$ cat config.mk
export PLATFORM = sky130hd
export DESIGN_NAME = akhc_back
export DESIGN_NICKNAME = d
export VERILOG_FILES = /design/src/design/akhc_pkg.sv /design/src/design/akhc_back.sv
export SDC_FILE = /design/constraint.sdc
export NUM_CORES = 1
export LEC_CHECK = 0
export BUFFER_PORTS_ARGS = -buffer_cell sky130_fd_sc_hd__buf_2
export CORE_ASPECT_RATIO = 1.25
export CORE_MARGIN = 5
export CORE_UTILIZATION = 35
export CTS_CLUSTER_SIZE = 25
export DETAILED_ROUTE_END_ITERATION = 16
export MAX_ROUTING_LAYER = met4
export REMOVE_ABC_BUFFERS = 1
export SETUP_SLACK_MARGIN = 0.3
export SKIP_CTS_REPAIR_TIMING = 1
export SLEW_MARGIN = 20
export SYNTH_ARGS = -nofsm -noshare
export SYNTH_HDL_FRONTEND = slang
export SYNTH_SLANG_ARGS = --single-unit
export TNS_END_PERCENT = 5
$ cat constraint.sdc
create_clock -name clk -period 34.4 [get_ports clk]
set_input_delay 6.88 -clock clk [delete_from_list [all_inputs] [get_ports clk]]
set_output_delay 6.88 -clock clk [all_outputs]
set_load 0.02 [all_outputs]
$ cat src/design/akhc_pkg.sv
// Shared types and constants for the arm64 kernel header checker.
// Used by the front, queue, back and checker modules; no dependencies.
package akhc_pkg;

  localparam int COUNT_W  = 40;                  // width of the saturating byte counter
  localparam int OVL_W    = 40;                  // overlay length field width
  localparam int HDR_SIZE = 64;
  localparam logic [COUNT_W-1:0] COUNT_MAX = {COUNT_W{1'b1}};

  localparam logic [7:0] MZ_M = 8'h4D;
  localparam logic [7:0] MZ_Z = 8'h5A;
  localparam logic [7:0] MAGIC [4] = '{8'h41, 8'h52, 8'h4D, 8'h64};
  localparam logic [7:0] PE_SIG [4] = '{8'h50, 8'h45, 8'h00, 8'h00};

  // header layout (byte offsets)
  localparam logic [5:0] POS_MZ_M   = 6'd0;
  localparam logic [5:0] POS_MZ_Z   = 6'd1;
  localparam logic [5:0] POS_CODE1  = 6'd4;
  localparam logic [5:0] POS_TEXT   = 6'd8;
  localparam logic [5:0] POS_SIZE   = 6'd16;
  localparam logic [5:0] POS_FLAGS  = 6'd24;
  localparam logic [5:0] POS_RSVD   = 6'd32;
  localparam logic [5:0] POS_MAGIC  = 6'd56;
  localparam logic [5:0] POS_PEOFF  = 6'd60;
  localparam logic [5:0] POS_LAST   = 6'd63;

  localparam logic [1:0] PG_NONE = 2'd0;
  localparam logic [1:0] PG_4K   = 2'd1;
  localparam logic [1:0] PG_16K  = 2'd2;
  localparam logic [1:0] PG_64K  = 2'd3;

  // result word layout on m_axis_tdata
  localparam int OUT_W         = 352;
  localparam int O_VALID       = 0;
  localparam int O_CODE0       = 1;
  localparam int O_CODE1       = 33;
  localparam int O_TEXT        = 65;
  localparam int O_SIZE        = 129;
  localparam int O_FLAGS       = 193;
  localparam int O_PEOFF       = 257;
  localparam int O_MZ          = 289;
  localparam int O_BE          = 290;
  localparam int O_PHYS        = 291;
  localparam int O_PAGE        = 292;
  localparam int O_OVL         = 309;
  localparam int O_PAD         = 349;

  // one classified byte handed from front to back
  typedef struct packed {
    logic [7:0]       data;
    logic             last;
    logic             is_hdr;    // byte lies in the 64-byte header
    logic [5:0]       pos;       // header offset, meaningful when is_hdr
    logic             sig_hit;   // byte matches PE signature at its window slot
    logic             hdr_done;  // at least 64 bytes counted including this one
    logic [OVL_W-1:0] overlay;   // bytes past the header, including this one
  } cmd_t;

endpackage

$ cat src/design/akhc_back.sv
// Back end: header field capture, header checks, signature match count,
// verdict assembly and the output register. Depends on akhc_pkg.
module akhc_back (
  input  logic                        clk,
  input  logic                        rst,
  input  logic                        q_valid,
  input  akhc_pkg::cmd_t              q_cmd,
  output logic                        pop,
  output logic                        out_valid,
  input  logic                        out_ready,
  output logic [akhc_pkg::OUT_W-1:0]  out_data
);
  import akhc_pkg::*;

  logic [31:0] word_code0, code0_next;
  logic [31:0] word_code1, code1_next;
  logic [63:0] load_offset, load_next;
  logic [63:0] size_field, size_next;
  logic [63:0] flags_field, flags_next;
  logic [31:0] signature_offset, sig_next;
  logic        mz_seen, mz_next;
  logic        check_failed, failed_next;
  logic [2:0]  signature_matched, matched_next;
  logic        verdict;
  logic [16:0] page;
  logic [OUT_W-1:0] result;
  logic [7:0]  b;
  logic [5:0]  p;

  // a verdict may be produced only when the output register is free
  assign pop = q_valid && (!q_cmd.last || !out_valid || out_ready);

  always_comb begin
    b = q_cmd.data;
    p = q_cmd.pos;
    code0_next   = word_code0;
    code1_next   = word_code1;
    load_next    = load_offset;
    size_next    = size_field;
    flags_next   = flags_field;
    sig_next     = signature_offset;
    mz_next      = mz_seen;
    failed_next  = check_failed;
    matched_next = signature_matched;

    if (q_cmd.is_hdr) begin
      if (p == POS_MZ_M) mz_next = (b == MZ_M);
      else if (p == POS_MZ_Z) mz_next = mz_seen && (b == MZ_Z);

      priority if (p < POS_CODE1) begin
        code0_next[p[1:0]*8 +: 8] = b;
      end else if (p < POS_TEXT) begin
        code1_next[p[1:0]*8 +: 8] = b;
      end else if (p < POS_SIZE) begin
        load_next[p[2:0]*8 +: 8] = b;
      end else if (p < POS_FLAGS) begin
        size_next[p[2:0]*8 +: 8] = b;
      end else if (p < POS_RSVD) begin
        flags_next[p[2:0]*8 +: 8] = b;
      end else if (p < POS_MAGIC) begin
        if (b != 8'h00) failed_next = 1'b1;
      end else if (p < POS_PEOFF) begin
        if (b != MAGIC[p[1:0]]) failed_next = 1'b1;
      end else begin
        sig_next[p[1:0]*8 +: 8] = b;
      end

      if (p == POS_LAST) begin
        if (flags_field[63:4] != '0) failed_next = 1'b1;
        if (sig_next[31:6] == '0) failed_next = 1'b1;   // PE offset below 64
      end
    end else if (q_cmd.sig_hit && (signature_matched < 3'd4)) begin
      matched_next = signature_matched + 3'd1;
    end

    verdict = q_cmd.hdr_done && !failed_next && (matched_next == 3'd4);

    unique case (flags_next[2:1])
      PG_4K:   page = 17'd4096;
      PG_16K:  page = 17'd16384;
      PG_64K:  page = 17'd65536;
      default: page = 17'd0;
    endcase

    result = '0;
    result[O_VALID]            = verdict;
    result[O_CODE0 +: 32]      = code0_next;
    result[O_CODE1 +: 32]      = code1_next;
    result[O_TEXT  +: 64]      = load_next;
    result[O_SIZE  +: 64]      = size_next;
    result[O_FLAGS +: 64]      = flags_next;
    result[O_PEOFF +: 32]      = sig_next;
    result[O_MZ]               = mz_next;
    result[O_BE]               = flags_next[0];
    result[O_PHYS]             = flags_next[3];
    result[O_PAGE  +: 17]      = page;
    result[O_OVL   +: OVL_W]   = q_cmd.overlay;
  end

  always_ff @(posedge clk) begin
    if (rst) begin
      word_code0        <= '0;
      word_code1        <= '0;
      load_offset       <= '0;
      size_field        <= '0;
      flags_field       <= '0;
      signature_offset  <= '0;
      mz_seen           <= 1'b0;
      check_failed      <= 1'b0;
      signature_matched <= '0;
      out_valid         <= 1'b0;
    end else begin
      if (pop && q_cmd.last) begin
        // image done: verdict out, state back to its empty form
        word_code0        <= '0;
        word_code1        <= '0;
        load_offset       <= '0;
        size_field        <= '0;
        flags_field       <= '0;
        signature_offset  <= '0;
        mz_seen           <= 1'b0;
        check_failed      <= 1'b0;
        signature_matched <= '0;
        out_valid         <= 1'b1;
      end else begin
        if (pop) begin
          word_code0        <= code0_next;
          word_code1        <= code1_next;
          load_offset       <= load_next;
          size_field        <= size_next;
          flags_field       <= flags_next;
          signature_offset  <= sig_next;
          mz_seen           <= mz_next;
          check_failed      <= failed_next;
          signature_matched <= matched_next;
        end
        if (out_ready) out_valid <= 1'b0;
      end
    end
  end

  always_ff @(posedge clk) begin
    if (pop && q_cmd.last) begin
      out_data <= result;
    end
  end

endmodule

==> impl_metrics.env <==
export IMPL_remaining_drc_errors=0
export IMPL_synth_most_common_cell="nand2_1"
export IMPL_syn_cell_area_um2=25400
export IMPL_synthTopCellsByArea="edfxtp_1 (39%), dfxtp_1 (23%), nand2_1 (7.0%)"
export IMPL_skew_ps=14.9
export IMPL_drv_cap=0
export IMPL_crit_path_end_kind="primary output"
export IMPL_areaGrowthSynthToFinish_pct=17.9
export IMPL_post_route_min_period_ps=15300
export IMPL_rsz0062_at_grt="false"
export IMPL_hpwl_um=52100
export IMPL_rows=110
export IMPL_synth_top_area_share_pct=39.4
export IMPL_wl_um=79100
export IMPL_clock_sinks=627
export IMPL_cts_tree="built"
export IMPL_rr_worst_depth=9
export IMPL_syn_area_per_cell_um2=10.3
export IMPL_status="finished, final reports clean"
export IMPL_io_pins=416
export IMPL_yosys_top_cells_count="nand2_1 (477), edfxtp_1 (333), o21ai_0 (310)"
export IMPL_dr_pass1_iters=7
export IMPL_slew_headroom_pct=24.4
export IMPL_power_density_nw_per_um2=52.8
export IMPL_setup_viol=0
export IMPL_viasPerCell=5.08
export IMPL_fin_crit_sh_pct=44.5
export IMPL_p_total_uw=1580
export IMPL_synth_edf_count=333
export IMPL_worst_pin_slew_ps=1130
export IMPL_grt_usage_pct=19.8
export IMPL_drive_above_1_share_pct=22.5
export IMPL_grt_antenna_before_repair=6
export IMPL_clockBufferDepth=3
export IMPL_synthFlopType="edfxtp_1"
export IMPL_ys_seq_area_share_pct=62.5
export IMPL_hold_depth=2
export IMPL_ant_nets=0
export IMPL_start_kind="primary input"
export IMPL_num_vias=19264
export IMPL_gp_congestion=0.781
export IMPL_coreArea_um2=72000
export IMPL_clk_pin_slew_worst_paths_ps=60
export IMPL_async_flop_share_pct=0
export IMPL_grt_pass1_wl_um=116000
export IMPL_die_area_um2=78100
export IMPL_die_h_um=311
export IMPL_port_buffers=398
export IMPL_root_buffer="clkbuf_16"
export IMPL_cts_max_level=2
export IMPL_initial_core_util_pct=35.3
export IMPL_ys_types=70
export IMPL_fin_setup_tns_ps=0
export IMPL_fp_dieW_um=251
export IMPL_wl_per_cell_um=20.9
export IMPL_grt_pass1_vias=18246
export IMPL_vdd_drop_max_v=0.0000384
export IMPL_slew_viol_final=0
export IMPL_yosys_register_bits=627
export IMPL_finalHoldViolCount=0
export IMPL_grt_ovfl_total=0
export IMPL_drt_iter0_drc=1344
export IMPL_worstHoldPathType="reg2reg"
export IMPL_crit_type="in2out"
export IMPL_yosysWarnings=0
export IMPL_p_leak_uw=0.0108
export IMPL_crit_fanout=53
export IMPL_fmax_mhz=65.3
export IMPL_crit_arrival_ps=8420
export IMPL_grt_max_degree=159
export IMPL_clock_latency_ps=630
export IMPL_cts_buffers=61
export IMPL_nets=2856
export IMPL_required_ps=27520
export IMPL_synth_cells=2472
export IMPL_synth_top_cell_by_area="edfxtp_1"
power by group:
group / total (uW) / leakage (uW) / internal, uW / switching [uW]
clock: 646 / 0.000917 / 353 / 293
sequential: 815 / 0.00546 / 807 / 7.92
combinational: 119 / 0.00447 / 28.4 / 90.8
total: 1580 / 0.0108 / 1190 / 392
cell type report:
class	instances	area, um2
Multi-Input combinational cell	1664	8750
Clock inverter	37	299
Antenna cell	6	15.0
Sequential cell	627	15900
Clock buffer	76	1590
Timing Repair Buffer	423	2190
Inverter	7	28.8
Tap cell	952	1190
Fill cell	7004	42000
final timing paths:
kind | from | slack (ps) | to
max | out_ready | 19100 | pop
min | signature_offset[5] | 450 | signature_offset[5]
max reg2reg | out_valid | 29590 | signature_offset[22]
min reg2reg | signature_offset[5] | 450 | signature_offset[5]
sequential cells by signal, summed over array words and instances (netlist names):
signal / cells
signature_matched: 3
out_valid: 1
mz_seen: 1
signature_offset: 32
size_field: 64
load_offset: 64
out_data: 333
word_code0: 32
check_failed: 1
flags_field: 64
word_code1: 32
critical path, cell delays in order:
cell     delay [ps]
buf_2           100
nor2b_1         130
nand2_1         100
nand2_4         470
inv_4           400
buf_2           280
stage by stage:
stage | area, um2 | cells | hold slack [ps] | utilization, % | setup WS, ps
global route | 29900 | 3790 | 466 | 41.6 | 18990
floorplan | 24600 | 2298 | 434 | - | 10900
global placement | 28000 | 3673 | 441 | 38.9 | 19080
detailed placement | 28000 | 3673 | 447 | 39.0 | 19090
CTS | 29900 | 3786 | 456 | 41.6 | 19080
finish | 30000 | 3792 | 454 | 41.6 | 19100
layer usage:
metal,vias to the layer above,track usage [%],part of all wire (%)
met4,0,7.30,3.8
li1,9263,-,-
met3,137,3.65,5.6
met2,588,31.8,48
met5,-,-,0
met1,9276,25.1,43
logic make-up after synthesis:
group	share of synthesized area, %
AO/OA/AOI/OAI	12.0
XOR/XNOR	0.138
adder cells (fa/ha/maj)	0.492
buffers and inverters	3.45
flip-flops	62.5
multiplexers	4.77
other	0.0148
AND/OR/NAND/NOR	16.7
layout by cell type (no fill, tap or decap), drive strengths merged, types with 26 or more instances in the layout:
master,n
a21oi,194
clkbuf,76
buf,423
or2,34
dfxtp,294
mux2,57
edfxtp,333
o21ai,311
mux2i,57
nor3,37
nand3,64
and2,38
o211a,26
nor2,227
nand2,478
Power figures use the tool's default switching activity.
